$ cat config.mk
export PLATFORM = sky130hd
export DESIGN_NAME = signed_integer_to_radix_text
export DESIGN_NICKNAME = d
export VERILOG_FILES = /design/src/rtl/core/sitrt_pkg.sv /design/src/rtl/core/sitrt_ram.sv /design/src/rtl/core/sitrt_chk.sv /design/src/rtl/core/sitrt_div.sv /design/src/rtl/core/sitrt_seq.sv /design/src/rtl/core/signed_integer_to_radix_text.sv
export SDC_FILE = /design/constraint.sdc
export NUM_CORES = 1
export LEC_CHECK = 0
export ABC_AREA = 1
export BUFFER_PORTS_ARGS = -buffer_cell sky130_fd_sc_hd__buf_4
export CAP_MARGIN = 20
export CORE_MARGIN = 10
export CORE_UTILIZATION = 35
export CTS_BUF_LIST = sky130_fd_sc_hd__clkbuf_8
export DETAILED_ROUTE_END_ITERATION = 7
export GPL_TIMING_DRIVEN = 0
export MAX_ROUTING_LAYER = met4
export SYNTH_ARGS = -nofsm -noshare
export SYNTH_HDL_FRONTEND = slang
export SYNTH_SLANG_ARGS = --single-unit
$ cat constraint.sdc
create_clock -name clk -period 14.8 [get_ports clk]
set_input_delay 0.74 -clock clk [delete_from_list [all_inputs] [get_ports clk]]
set_output_delay 0.74 -clock clk [all_outputs]
set_load 0.02 [all_outputs]
$ cat src/rtl/core/sitrt_pkg.sv
// Shared types, codes and the microcode program of the radix text converter.
// No dependencies; imported by every module under rtl/core except sitrt_ram.
package sitrt_pkg;

    localparam int VALUE_W  = 64;
    localparam int RADIX_W  = 5;
    localparam int DIGIT_W  = 4;
    localparam int SYM_W    = 8;
    localparam int STATUS_W = 2;
    localparam int COUNT_W  = 7;
    localparam int CFG_IDX_W = 2;

    // quotient bits retired per divider cycle
    localparam int DIV_BITS   = 8;
    localparam int DIV_SLICES = VALUE_W / DIV_BITS;
    localparam int SLICE_W    = $clog2(DIV_SLICES);

    localparam logic [SYM_W-1:0] SYM_MINUS = 8'h2D;
    localparam logic [SYM_W-1:0] SYM_PLUS  = 8'h2B;
    localparam logic [RADIX_W-1:0] MIN_RADIX = 5'd2;

    localparam logic [STATUS_W-1:0] ST_OK        = 2'd0;
    localparam logic [STATUS_W-1:0] ST_BAD_TABLE = 2'd1;
    localparam logic [STATUS_W-1:0] ST_UNREPR    = 2'd2;

    localparam logic [CFG_IDX_W-1:0] CFG_RADIX        = 2'd0;
    localparam logic [CFG_IDX_W-1:0] CFG_SYMBOLS_LOW  = 2'd1;
    localparam logic [CFG_IDX_W-1:0] CFG_SYMBOLS_HIGH = 2'd2;

    localparam logic [RADIX_W-1:0] RADIX_RESET        = 5'd10;
    localparam logic [VALUE_W-1:0] SYMBOLS_LOW_RESET  = 64'h3736_3534_3332_3130;
    localparam logic [VALUE_W-1:0] SYMBOLS_HIGH_RESET = 64'h0000_0000_0000_3938;

    typedef enum logic [3:0] {
        OP_NOP,
        OP_LOAD,
        OP_CHECK,
        OP_NEGATE,
        OP_DIVIDE,
        OP_STORE,
        OP_SIGN,
        OP_DIGIT,
        OP_ERR_TABLE,
        OP_ERR_RANGE
    } op_t;

    typedef enum logic [3:0] {
        C_NEXT,
        C_ALWAYS,
        C_NO_INPUT,
        C_CHECK_BUSY,
        C_TABLE_BAD,
        C_VALUE_MIN,
        C_DIGITS_FULL,
        C_DIV_BUSY,
        C_MAG_NZ,
        C_MORE_DIGITS
    } cond_t;

    localparam int PC_W = 4;
    localparam logic [PC_W-1:0] PC_WAIT      = 4'd0;
    localparam logic [PC_W-1:0] PC_CHECK     = 4'd1;
    localparam logic [PC_W-1:0] PC_VET       = 4'd2;
    localparam logic [PC_W-1:0] PC_RANGE     = 4'd3;
    localparam logic [PC_W-1:0] PC_FULL      = 4'd4;
    localparam logic [PC_W-1:0] PC_DIVIDE    = 4'd5;
    localparam logic [PC_W-1:0] PC_STORE     = 4'd6;
    localparam logic [PC_W-1:0] PC_SIGN      = 4'd7;
    localparam logic [PC_W-1:0] PC_READ      = 4'd8;
    localparam logic [PC_W-1:0] PC_EMIT      = 4'd9;
    localparam logic [PC_W-1:0] PC_DONE      = 4'd10;
    localparam logic [PC_W-1:0] PC_ERR_TABLE = 4'd11;
    localparam logic [PC_W-1:0] PC_ERR_RANGE = 4'd12;

    typedef struct packed {
        op_t             op;
        logic            hold;    // wait while the output register holds a result that is not taken
        cond_t           cond;
        logic [PC_W-1:0] target;
    } uword_t;

    typedef struct packed {
        logic in_valid;
        logic check_busy;
        logic table_bad;
        logic value_min;
        logic digits_full;
        logic div_busy;
        logic mag_nz;
        logic more_digits;
        logic out_full;
    } flags_t;

    typedef struct packed {
        op_t  op;
        logic fire;
    } ctrl_t;

    function automatic logic [SYM_W-1:0] sym_at(input logic [VALUE_W-1:0] lo,
                                                input logic [VALUE_W-1:0] hi,
                                                input logic [DIGIT_W-1:0] idx);
        logic [VALUE_W-1:0] w;
        w = idx[3] ? hi : lo;
        return w[{idx[2:0], 3'b000} +: SYM_W];
    endfunction

    function automatic uword_t mk(input op_t op, input logic hold, input cond_t cond,
                                  input logic [PC_W-1:0] target);
        uword_t w;
        w.op = op;
        w.hold = hold;
        w.cond = cond;
        w.target = target;
        return w;
    endfunction

    // control store: one word per step
    function automatic uword_t ucode_word(input logic [PC_W-1:0] pc);
        uword_t w;
        unique case (pc)
            PC_WAIT:      w = mk(OP_LOAD,      1'b0, C_NO_INPUT,    PC_WAIT);
            PC_CHECK:     w = mk(OP_CHECK,     1'b0, C_CHECK_BUSY,  PC_CHECK);
            PC_VET:       w = mk(OP_NEGATE,    1'b0, C_TABLE_BAD,   PC_ERR_TABLE);
            PC_RANGE:     w = mk(OP_NOP,       1'b0, C_VALUE_MIN,   PC_ERR_RANGE);
            PC_FULL:      w = mk(OP_NOP,       1'b0, C_DIGITS_FULL, PC_ERR_RANGE);
            PC_DIVIDE:    w = mk(OP_DIVIDE,    1'b0, C_DIV_BUSY,    PC_DIVIDE);
            PC_STORE:     w = mk(OP_STORE,     1'b0, C_MAG_NZ,      PC_FULL);
            PC_SIGN:      w = mk(OP_SIGN,      1'b1, C_NEXT,        PC_WAIT);
            PC_READ:      w = mk(OP_NOP,       1'b0, C_NEXT,        PC_WAIT);
            PC_EMIT:      w = mk(OP_DIGIT,     1'b1, C_MORE_DIGITS, PC_READ);
            PC_DONE:      w = mk(OP_NOP,       1'b0, C_ALWAYS,      PC_WAIT);
            PC_ERR_TABLE: w = mk(OP_ERR_TABLE, 1'b1, C_ALWAYS,      PC_WAIT);
            PC_ERR_RANGE: w = mk(OP_ERR_RANGE, 1'b1, C_ALWAYS,      PC_WAIT);
            default:      w = mk(OP_NOP,       1'b0, C_ALWAYS,      PC_WAIT);
        endcase
        return w;
    endfunction

endpackage

$ cat src/rtl/core/sitrt_ram.sv
// Generic single-port-write, single-port-read RAM with registered read data.
// No dependencies.
module sitrt_ram #(
    parameter int WIDTH = 4,
    parameter int DEPTH = 64,
    localparam int AW = $clog2(DEPTH)
) (
    input  logic             clk,
    input  logic             wr_en,
    input  logic [AW-1:0]    wr_addr,
    input  logic [WIDTH-1:0] wr_data,
    input  logic [AW-1:0]    rd_addr,
    output logic [WIDTH-1:0] rd_data
);

    logic [WIDTH-1:0] mem [DEPTH];

    always_ff @(posedge clk)
    begin
        if (wr_en)
        begin
            mem[wr_addr] <= wr_data;
        end
        rd_data <= mem[rd_addr];
    end

endmodule

$ cat src/rtl/core/sitrt_chk.sv
// Symbol table checker: one symbol per cycle against sign marks and all later symbols.
// Depends on sitrt_pkg.
module sitrt_chk
    import sitrt_pkg::*;
#(
    parameter int MAX_RADIX = 16
) (
    input  logic               clk,
    input  logic               rst_n,
    input  logic               start,
    input  logic               step,
    input  logic [RADIX_W-1:0] radix,
    input  logic [VALUE_W-1:0] sym_lo,
    input  logic [VALUE_W-1:0] sym_hi,
    output logic               busy,
    output logic               bad
);

    localparam int CHK_W = $clog2(MAX_RADIX);

    logic [CHK_W-1:0] idx_reg, idx_next;
    logic             bad_reg, bad_next;
    logic             hit;
    logic [SYM_W-1:0] cur;

    always_comb
    begin
        cur = sym_at(sym_lo, sym_hi, DIGIT_W'(idx_reg));
        hit = 1'b0;
        if (RADIX_W'(idx_reg) < radix)
        begin
            if (cur == SYM_MINUS || cur == SYM_PLUS)
            begin
                hit = 1'b1;
            end
            for (int j = 0; j < MAX_RADIX; j++)
            begin
                if (RADIX_W'(j) > RADIX_W'(idx_reg) && RADIX_W'(j) < radix &&
                    sym_at(sym_lo, sym_hi, DIGIT_W'(j)) == cur)
                begin
                    hit = 1'b1;
                end
            end
        end
    end

    always_comb
    begin
        idx_next = idx_reg;
        bad_next = bad_reg;
        priority if (start)
        begin
            idx_next = '0;
            bad_next = 1'b0;
        end
        else if (step)
        begin
            idx_next = idx_reg + CHK_W'(1);
            bad_next = bad_reg | hit;
        end
    end

    always_ff @(posedge clk or negedge rst_n)
    begin
        if (!rst_n)
        begin
            idx_reg <= '0;
            bad_reg <= 1'b0;
        end
        else
        begin
            idx_reg <= idx_next;
            bad_reg <= bad_next;
        end
    end

    assign busy = idx_reg != CHK_W'(MAX_RADIX - 1);
    assign bad  = bad_reg || radix < MIN_RADIX || radix > RADIX_W'(MAX_RADIX);

    // a started check always begins clean
    a_start_clears: assert property (@(posedge clk) disable iff (!rst_n)
        start |=> (idx_reg == '0 && !bad_reg))
        else $error("checker did not restart");

endmodule

$ cat src/rtl/core/sitrt_div.sv
// Radix divider: long division of the magnitude, several quotient bits per cycle.
// Depends on sitrt_pkg.
module sitrt_div
    import sitrt_pkg::*;
(
    input  logic               clk,
    input  logic               rst_n,
    input  logic               load,
    input  logic [VALUE_W-1:0] load_mag,
    input  logic               step,
    input  logic [RADIX_W-1:0] radix,
    output logic [VALUE_W-1:0] mag,
    output logic [DIGIT_W-1:0] digit,
    output logic               busy
);

    logic [VALUE_W-1:0] mag_reg, mag_next;
    logic [DIGIT_W-1:0] rem_reg, rem_next;
    logic [SLICE_W-1:0] cnt_reg, cnt_next;
    logic [VALUE_W-1:0] q;
    logic [RADIX_W-1:0] r;

    // restoring division over one slice; quotient bits shift in at the bottom
    always_comb
    begin
        q = mag_reg;
        r = '0;
        if (cnt_reg != '0)
        begin
            r = RADIX_W'(rem_reg);
        end
        for (int b = 0; b < DIV_BITS; b++)
        begin
            r = {r[RADIX_W-2:0], q[VALUE_W-1]};
            q = {q[VALUE_W-2:0], 1'b0};
            if (r >= radix)
            begin
                r = r - radix;
                q[0] = 1'b1;
            end
        end
    end

    always_comb
    begin
        mag_next = mag_reg;
        rem_next = rem_reg;
        cnt_next = cnt_reg;
        priority if (load)
        begin
            mag_next = load_mag;
            cnt_next = '0;
        end
        else if (step)
        begin
            mag_next = q;
            rem_next = r[DIGIT_W-1:0];
            cnt_next = (cnt_reg == SLICE_W'(DIV_SLICES - 1)) ? '0 : cnt_reg + SLICE_W'(1);
        end
    end

    always_ff @(posedge clk or negedge rst_n)
    begin
        if (!rst_n)
        begin
            cnt_reg <= '0;
            mag_reg <= '0;
        end
        else
        begin
            cnt_reg <= cnt_next;
            mag_reg <= mag_next;
        end
    end

    always_ff @(posedge clk)
    begin
        rem_reg <= rem_next;
    end

    assign mag   = mag_reg;
    assign digit = rem_reg;
    assign busy  = cnt_reg != SLICE_W'(DIV_SLICES - 1);

    a_rem_below_radix: assert property (@(posedge clk) disable iff (!rst_n)
        (step && !load && radix >= MIN_RADIX) |=> (RADIX_W'(rem_reg) < $past(radix)))
        else $error("remainder not below radix");

endmodule

$ cat src/rtl/core/sitrt_seq.sv
// Microcode sequencer: step counter, control store lookup and conditional jumps.
// Depends on sitrt_pkg.
module sitrt_seq
    import sitrt_pkg::*;
(
    input  logic   clk,
    input  logic   rst_n,
    input  flags_t flags,
    output ctrl_t  ctrl
);

    logic [PC_W-1:0] pc_reg, pc_next;
    uword_t          uw;
    logic            taken;
    logic            stall;

    assign uw    = ucode_word(pc_reg);
    assign stall = uw.hold && flags.out_full;

    always_comb
    begin
        unique case (uw.cond)
            C_NEXT:        taken = 1'b0;
            C_ALWAYS:      taken = 1'b1;
            C_NO_INPUT:    taken = !flags.in_valid;
            C_CHECK_BUSY:  taken = flags.check_busy;
            C_TABLE_BAD:   taken = flags.table_bad;
            C_VALUE_MIN:   taken = flags.value_min;
            C_DIGITS_FULL: taken = flags.digits_full;
            C_DIV_BUSY:    taken = flags.div_busy;
            C_MAG_NZ:      taken = flags.mag_nz;
            C_MORE_DIGITS: taken = flags.more_digits;
            default:       taken = 1'b1;
        endcase
    end

    always_comb
    begin
        priority if (stall)
        begin
            pc_next = pc_reg;
        end
        else if (taken)
        begin
            pc_next = uw.target;
        end
        else
        begin
            pc_next = pc_reg + PC_W'(1);
        end
    end

    always_ff @(posedge clk or negedge rst_n)
    begin
        if (!rst_n)
        begin
            pc_reg <= PC_WAIT;
        end
        else
        begin
            pc_reg <= pc_next;
        end
    end

    assign ctrl.op   = uw.op;
    assign ctrl.fire = !stall;

    a_pc_in_program: assert property (@(posedge clk) disable iff (!rst_n)
        pc_reg <= PC_ERR_RANGE)
        else $error("step counter left the program");

    a_stall_holds_pc: assert property (@(posedge clk) disable iff (!rst_n)
        stall |=> pc_reg == $past(pc_reg))
        else $error("step advanced while output stalled");

endmodule

$ cat src/rtl/core/signed_integer_to_radix_text.sv
// Top level of the signed integer to radix text converter: config, datapath, output.
// Depends on sitrt_pkg, sitrt_seq, sitrt_chk, sitrt_div and sitrt_ram.

// Each accepted value becomes a stream of characters: a '-' for negative values, then the
// digits most significant first, with last and char_count on the final one. An invalid
// symbol table or radix gives one status 1 result, the most negative value or a digit
// count above MAX_DIGITS one status 2 result. A microcode sequencer runs the job one
// value at a time: the checker tests the table one symbol at a time, the divider retires
// 8 quotient bits per cycle, and each digit character leaves through the digit RAM read
// port. The sequencer waits while the output side stalls. The block accepts the next
// value while the final character of the previous one still waits in the output
// register. Configuration is written through cfg_write, cfg_index and cfg_data.
module signed_integer_to_radix_text
    import sitrt_pkg::*;
#(
    parameter int MAX_RADIX  = 16,
    parameter int MAX_DIGITS = 64
) (
    input  logic                        clk,
    input  logic                        rst_n,
    input  logic                        cfg_write,
    input  logic [CFG_IDX_W-1:0]        cfg_index,
    input  logic [VALUE_W-1:0]          cfg_data,
    input  logic                        in_valid,
    output logic                        in_ready,
    input  logic signed [VALUE_W-1:0]   value,
    output logic                        out_valid,
    input  logic                        out_ready,
    output logic [SYM_W-1:0]            symbol,
    output logic                        last,
    output logic [STATUS_W-1:0]         status,
    output logic [COUNT_W-1:0]          char_count
);

    localparam int ADDR_W = $clog2(MAX_DIGITS);
    localparam int CNT_W  = $clog2(MAX_DIGITS + 1);

    logic [RADIX_W-1:0]  radix_reg;
    logic [VALUE_W-1:0]  sym_lo_reg, sym_hi_reg;
    logic [VALUE_W-1:0]  value_reg, value_next;
    logic [CNT_W-1:0]    n_reg, n_next;
    logic [ADDR_W-1:0]   ptr_reg, ptr_next;
    logic                out_valid_reg, out_valid_next;
    logic [SYM_W-1:0]    symbol_reg, symbol_next;
    logic                last_reg, last_next;
    logic [STATUS_W-1:0] status_reg, status_next;
    logic [COUNT_W-1:0]  count_reg, count_next;

    flags_t              flags;
    ctrl_t               ctrl;
    logic                accept;
    logic                neg;
    logic [VALUE_W-1:0]  mag_in;
    logic                chk_busy, chk_bad;
    logic [VALUE_W-1:0]  div_mag;
    logic [DIGIT_W-1:0]  div_digit;
    logic                div_busy;
    logic                div_load, div_step;
    logic                wr_en;
    logic [DIGIT_W-1:0]  rd_digit;
    logic [COUNT_W-1:0]  total;

    assign in_ready = ctrl.op == OP_LOAD;
    assign accept   = in_valid && in_ready;
    assign neg      = value_reg[VALUE_W-1];
    assign mag_in   = neg ? (~value_reg + VALUE_W'(1)) : value_reg;
    assign total    = COUNT_W'(n_reg) + COUNT_W'(neg);
    assign div_load = ctrl.op == OP_NEGATE;
    assign div_step = ctrl.op == OP_DIVIDE;
    assign wr_en    = ctrl.op == OP_STORE;

    always_comb
    begin
        flags.in_valid    = in_valid;
        flags.check_busy  = chk_busy;
        flags.table_bad   = chk_bad;
        flags.value_min   = value_reg == {1'b1, {(VALUE_W - 1){1'b0}}};
        flags.digits_full = n_reg == CNT_W'(MAX_DIGITS);
        flags.div_busy    = div_busy;
        flags.mag_nz      = div_mag != '0;
        flags.more_digits = ptr_reg != '0;
        flags.out_full    = out_valid_reg && !out_ready;
    end

    sitrt_seq u_seq (
        .clk   (clk),
        .rst_n (rst_n),
        .flags (flags),
        .ctrl  (ctrl)
    );

    sitrt_chk #(
        .MAX_RADIX (MAX_RADIX)
    ) u_chk (
        .clk    (clk),
        .rst_n  (rst_n),
        .start  (accept),
        .step   (ctrl.op == OP_CHECK),
        .radix  (radix_reg),
        .sym_lo (sym_lo_reg),
        .sym_hi (sym_hi_reg),
        .busy   (chk_busy),
        .bad    (chk_bad)
    );

    sitrt_div u_div (
        .clk      (clk),
        .rst_n    (rst_n),
        .load     (div_load),
        .load_mag (mag_in),
        .step     (div_step),
        .radix    (radix_reg),
        .mag      (div_mag),
        .digit    (div_digit),
        .busy     (div_busy)
    );

    sitrt_ram #(
        .WIDTH (DIGIT_W),
        .DEPTH (MAX_DIGITS)
    ) u_digits (
        .clk     (clk),
        .wr_en   (wr_en),
        .wr_addr (n_reg[ADDR_W-1:0]),
        .wr_data (div_digit),
        .rd_addr (ptr_reg),
        .rd_data (rd_digit)
    );

    always_comb
    begin
        value_next     = value_reg;
        n_next         = n_reg;
        ptr_next       = ptr_reg;
        out_valid_next = out_valid_reg && !out_ready;
        symbol_next    = symbol_reg;
        last_next      = last_reg;
        status_next    = status_reg;
        count_next     = count_reg;
        if (accept)
        begin
            value_next = value;
        end
        if (ctrl.fire)
        begin
            unique case (ctrl.op)
                OP_NEGATE:
                begin
                    n_next = '0;
                end
                OP_STORE:
                begin
                    n_next = n_reg + CNT_W'(1);
                end
                OP_SIGN:
                begin
                    ptr_next = ADDR_W'(n_reg - CNT_W'(1));
                    if (neg)
                    begin
                        out_valid_next = 1'b1;
                        symbol_next    = SYM_MINUS;
                        last_next      = 1'b0;
                        status_next    = ST_OK;
                        count_next     = '0;
                    end
                end
                OP_DIGIT:
                begin
                    ptr_next       = ptr_reg - ADDR_W'(1);
                    out_valid_next = 1'b1;
                    symbol_next    = sym_at(sym_lo_reg, sym_hi_reg, rd_digit);
                    last_next      = ptr_reg == '0;
                    status_next    = ST_OK;
                    count_next     = (ptr_reg == '0) ? total : '0;
                end
                OP_ERR_TABLE, OP_ERR_RANGE:
                begin
                    out_valid_next = 1'b1;
                    symbol_next    = '0;
                    last_next      = 1'b1;
                    status_next    = (ctrl.op == OP_ERR_TABLE) ? ST_BAD_TABLE : ST_UNREPR;
                    count_next     = '0;
                end
                default:
                begin
                end
            endcase
        end
    end

    always_ff @(posedge clk or negedge rst_n)
    begin
        if (!rst_n)
        begin
            radix_reg     <= RADIX_RESET;
            sym_lo_reg    <= SYMBOLS_LOW_RESET;
            sym_hi_reg    <= SYMBOLS_HIGH_RESET;
            n_reg         <= '0;
            out_valid_reg <= 1'b0;
        end
        else
        begin
            if (cfg_write)
            begin
                unique case (cfg_index)
                    CFG_RADIX:        radix_reg  <= cfg_data[RADIX_W-1:0];
                    CFG_SYMBOLS_LOW:  sym_lo_reg <= cfg_data;
                    CFG_SYMBOLS_HIGH: sym_hi_reg <= cfg_data;
                    default:
                    begin
                    end
                endcase
            end
            n_reg         <= n_next;
            out_valid_reg <= out_valid_next;
        end
    end

    always_ff @(posedge clk)
    begin
        value_reg  <= value_next;
        ptr_reg    <= ptr_next;
        symbol_reg <= symbol_next;
        last_reg   <= last_next;
        status_reg <= status_next;
        count_reg  <= count_next;
    end

    assign out_valid  = out_valid_reg;
    assign symbol     = symbol_reg;
    assign last       = last_reg;
    assign status     = status_reg;
    assign char_count = count_reg;

    a_error_is_single: assert property (@(posedge clk) disable iff (!rst_n)
        (out_valid && status != ST_OK) |-> (last && char_count == '0 && symbol == '0))
        else $error("error transaction not a lone last result");

    a_one_value_at_a_time: assert property (@(posedge clk) disable iff (!rst_n)
        accept |=> !in_ready)
        else $error("second value taken while converting");

    a_digit_count_bound: assert property (@(posedge clk) disable iff (!rst_n)
        n_reg <= CNT_W'(MAX_DIGITS))
        else $error("digit count beyond store depth");

endmodule
==> out/results.txt <==
The run finished with clean final reports. The root buffer cell chosen for the clock tree is sky130_fd_sc_hd__clkbuf_8. TritonCTS built the clock tree. The area share of the leading cell type in the synthesized netlist is 0.3334.

By area the synthesized netlist is led by sky130_fd_sc_hd__edfxtp_1 33%, sky130_fd_sc_hd__dfrtp_1 14%, sky130_fd_sc_hd__nand2_1 11%. The critical path is of the register to register type. The netlist uses 58 different library cells. The run gives 0.5106 as the part of the Yosys area used for sequential elements. Of all cell types, the one taking the most synthesized area is sky130_fd_sc_hd__edfxtp_1.

For the number of antenna violations at the first check in global routing, the log shows 5. The number of enable-type register cells in the synthesized netlist was 348. Placed wire-length estimate: 91920 um. The largest family of logic cells by synthesized area was simple AND/OR/NAND/NOR gates. The height of the die came out at 319.3 um.

The share of cell area taken by muxes after synthesis works out to 0.0003592. Synthesized-area fraction occupied by ao, oa, aoi and oai cells: 0.1393. Total number of vias: 29311. The first global-routing pass estimated 185300 um of wire. The mapped netlist covers 0.03135 mm^2. During synthesis, Yosys emitted a total of 0 warnings.

After detailed routing, the total wire length is 127500 um. The DRC violation total after the first TritonRoute iteration was 3500; the count of maximum capacitance violations was 0. After routing the design area is 0.03641 mm^2. The area fraction in and, or, nand and nor cells after synthesis works out to 0.2263. For the clock net sink count, the log shows 569. The max-slew violation count is 0, and the xor/xnor cell area share of the yosys netlist is 0.02012. The tools report the number of levels in the clock H-tree as 3.

The flop and latch count out of synthesis works out to 569. For this run, the post-layout net count is 4252. For the pin with the worst max-slew slack, the measured transition is 1.091 ns. In the routed design, unresolved DRC markers number 0. For the final hold violation count, the log shows 0. The critical path data arrival time is 13.65 ns, and the required arrival time at the worst endpoint is 15.33 ns.

STA classifies the critical path startpoint as a register. The final cell utilization of the core was 0.4107. The first detailed-routing pass took 6 iterations. The ratio of routed vias to standard cells came out at 5.535. The slowest stage of the critical path is the sky130_fd_sc_hd__edfxtp_1 cell. The top register by number of flip-flops was u_digits.mem. The number of global-route vias before repair was 27881; the placement-stage worst setup slack was 0.3726 ns.

The starting density of the core is 0.3536, and the worst setup margin is 1.682 ns. The average instance area after synthesis is 8.313 um^2. For the headroom to the max-slew limit, the log shows 0.2729.

The commonest cells after synthesis are 907 x sky130_fd_sc_hd__nand2_1, 429 x sky130_fd_sc_hd__nor2_1, 422 x sky130_fd_sc_hd__o21ai_0, 376 x sky130_fd_sc_hd__inv_1, 348 x sky130_fd_sc_hd__edfxtp_1. The tools report the floorplan row count as 109. The largest fanout on the critical path was 11. The net count after synthesis is 3976, and the worst stage delay on the critical path is 0.76 ns. The flip-flop count of the largest register, all copies and words added is 256. Fraction of layout instances using a drive strength above 1: 0.1120.

The number of clock buffers inserted by TritonCTS was 98. The run gives 0.2488 as the global routing usage summed across all routing layers. Clock-pin slew was measured on the worst setup and hold paths at 0.07 ns. Input and output buffers added on the ports amount to 154. The most common cell in the synthesized netlist is sky130_fd_sc_hd__nand2_1.

Summing all placed instances gives a cell area of 0.03432 mm^2. The clock arrives with 0.06889 ns of skew. Async set or reset register ratio after synthesis: 0.3814. Among all flip-flop cells after synthesis, the most frequent one is sky130_fd_sc_hd__edfxtp_1. After floorplanning, the core was sized to cover 0.08865 mm^2. Source of the critical timing path: u_div.digit[0]. The post-route fraction of the period consumed by the critical path came out at 0.8863.

The total I/O pin count came out at 155. The share of synthesized cell area in full adder, half adder and majority cells came out at 0.02962. After global routing the overflow that remains totals 0. The kind of end point of the critical path was a register. For the worst-skew pair, the clock arrives at the later sink with an insertion delay of 0.82 ns. The worst hold-check path type is input port to register. Compared with the post-synthesis result, the final layout area differs by 16.14%. The horizontal die dimension was 319.3 um. The cell count after synthesis came out at 3771.

The tools report the number of nets with antenna violations after routing as 0. The longest clock path from root to sink contains 3 buffers. The tools report the source of the worst hold timing path as value[54]. For the maximum number of pins on one net before global-route repair, the log shows 97. After routing, the total negative slack on setup checks comes to 0 ns.

The clock period could shrink to 13.12 ns. Maximum achievable frequency: 76.23 MHz. The floorplan step defined a die boundary enclosing 0.1019 mm^2. Final weighted congestion in routability-driven placement: 1.037.

In the final routed layout, each cell accounts on average for 24.07 um. The most frequent cell on the critical path is sky130_fd_sc_hd__nand2_1. The filler cells instantiated in the layout total 9080. The startpoint identified for the worst register-to-register timing path is u_div.digit[0]. Setup violations remaining at the end of the flow were counted as 0.
[cell usage in the layout, fill, tap and decap left out, drive strengths merged, types with 13 or more instances in the layout]
cell and count:
o21ai 437, nand2 924, xor2 57, buf 240
a21oi 135, o22ai 44, o221ai 60, nor4 27
clkinv 35, ha 63, clkbuf 219, nand4 30
dfrtp 180, inv 426, nor2 439, edfxtp 348
o211ai 30, dfstp 37, a31oi 13, nand3 257
xnor2 15, nor3 26
[layout make-up]
class / count / area (um^2) / share of cell area
Sequential cell: 569 / 16010 / 0.4397
Multi-Input combinational cell: 2628 / 13060 / 0.3586
Timing Repair Buffer: 176 / 1579 / 0.04337
Inverter: 397 / 1499 / 0.04117
Clock buffer: 107 / 1473 / 0.04045
Tap cell: 1165 / 1458 / 0.04004
Buffer: 177 / 817.0 / 0.02244
Clock inverter: 72 / 505.5 / 0.01388
Antenna cell: 5 / 12.51 / 0.0003437
[cell families (layout without fill, tap and decap cells)]
group | Yosys count | after routing
AO/OA/AOI/OAI | 768 | 768
AND/OR/NAND/NOR | 1717 | 1717
buffers and inverters | 574 | 929
other | 0 | 5
flip-flops | 569 | 569
adder cells (fa/ha/maj) | 70 | 70
XOR/XNOR | 72 | 72
multiplexers | 1 | 1
[worst paths after layout]
check,end,depth (start not counted),slack [ns]
min in group asynchronous,sym_lo_reg[59],2,0.40
min reg2reg,sym_lo_reg[7],2,0.49
max,u_div.digit[1],73,1.68
max in group asynchronous,sym_hi_reg[5],4,13.16
max reg2reg,u_div.digit[1],73,1.68
min,value_reg[54],1,0.14
[per-stage QoR]
step	hold WS, ns	instances
after floorplan	0.4444	3771
after global placement	0.4686	5090
after detailed placement	0.4779	5103
after CTS	0.06947	5283
after global routing	0.09179	5293
final	0.1378	5296
[critical path, delay by kind of cell (launching register included)]
kind,cells,cell delay (ns)
AO/OA/AOI/OAI,27,5.62
adder cells (fa/ha/maj),7,2.16
buffers and inverters,10,1.16
flip-flops,1,0.76
multiplexers,1,0.37
AND/OR/NAND/NOR,28,2.75
[layer usage]
metal,routed length [um],up-vias,part of all wire,track usage
li1,-,13311,-,-
met1,54280,14186,0.43,0.3296
met2,55470,1520,0.44,0.3674
met3,12170,294,0.095,0.05288
met4,5574,0,0.044,0.1004
met5,0,-,0,-
[timing repair]
item,4_1_cts,5_1_grt
endpoints found under the setup margin,0,5
gates resized for setup,0,6
hold endpoints to repair,22,0
hold buffers,1,0
buffers inserted,0,8
Power is left out: the tool's default activity adds up to more than one toggle a clock period on the data nets, which glitch-free logic cannot reach.
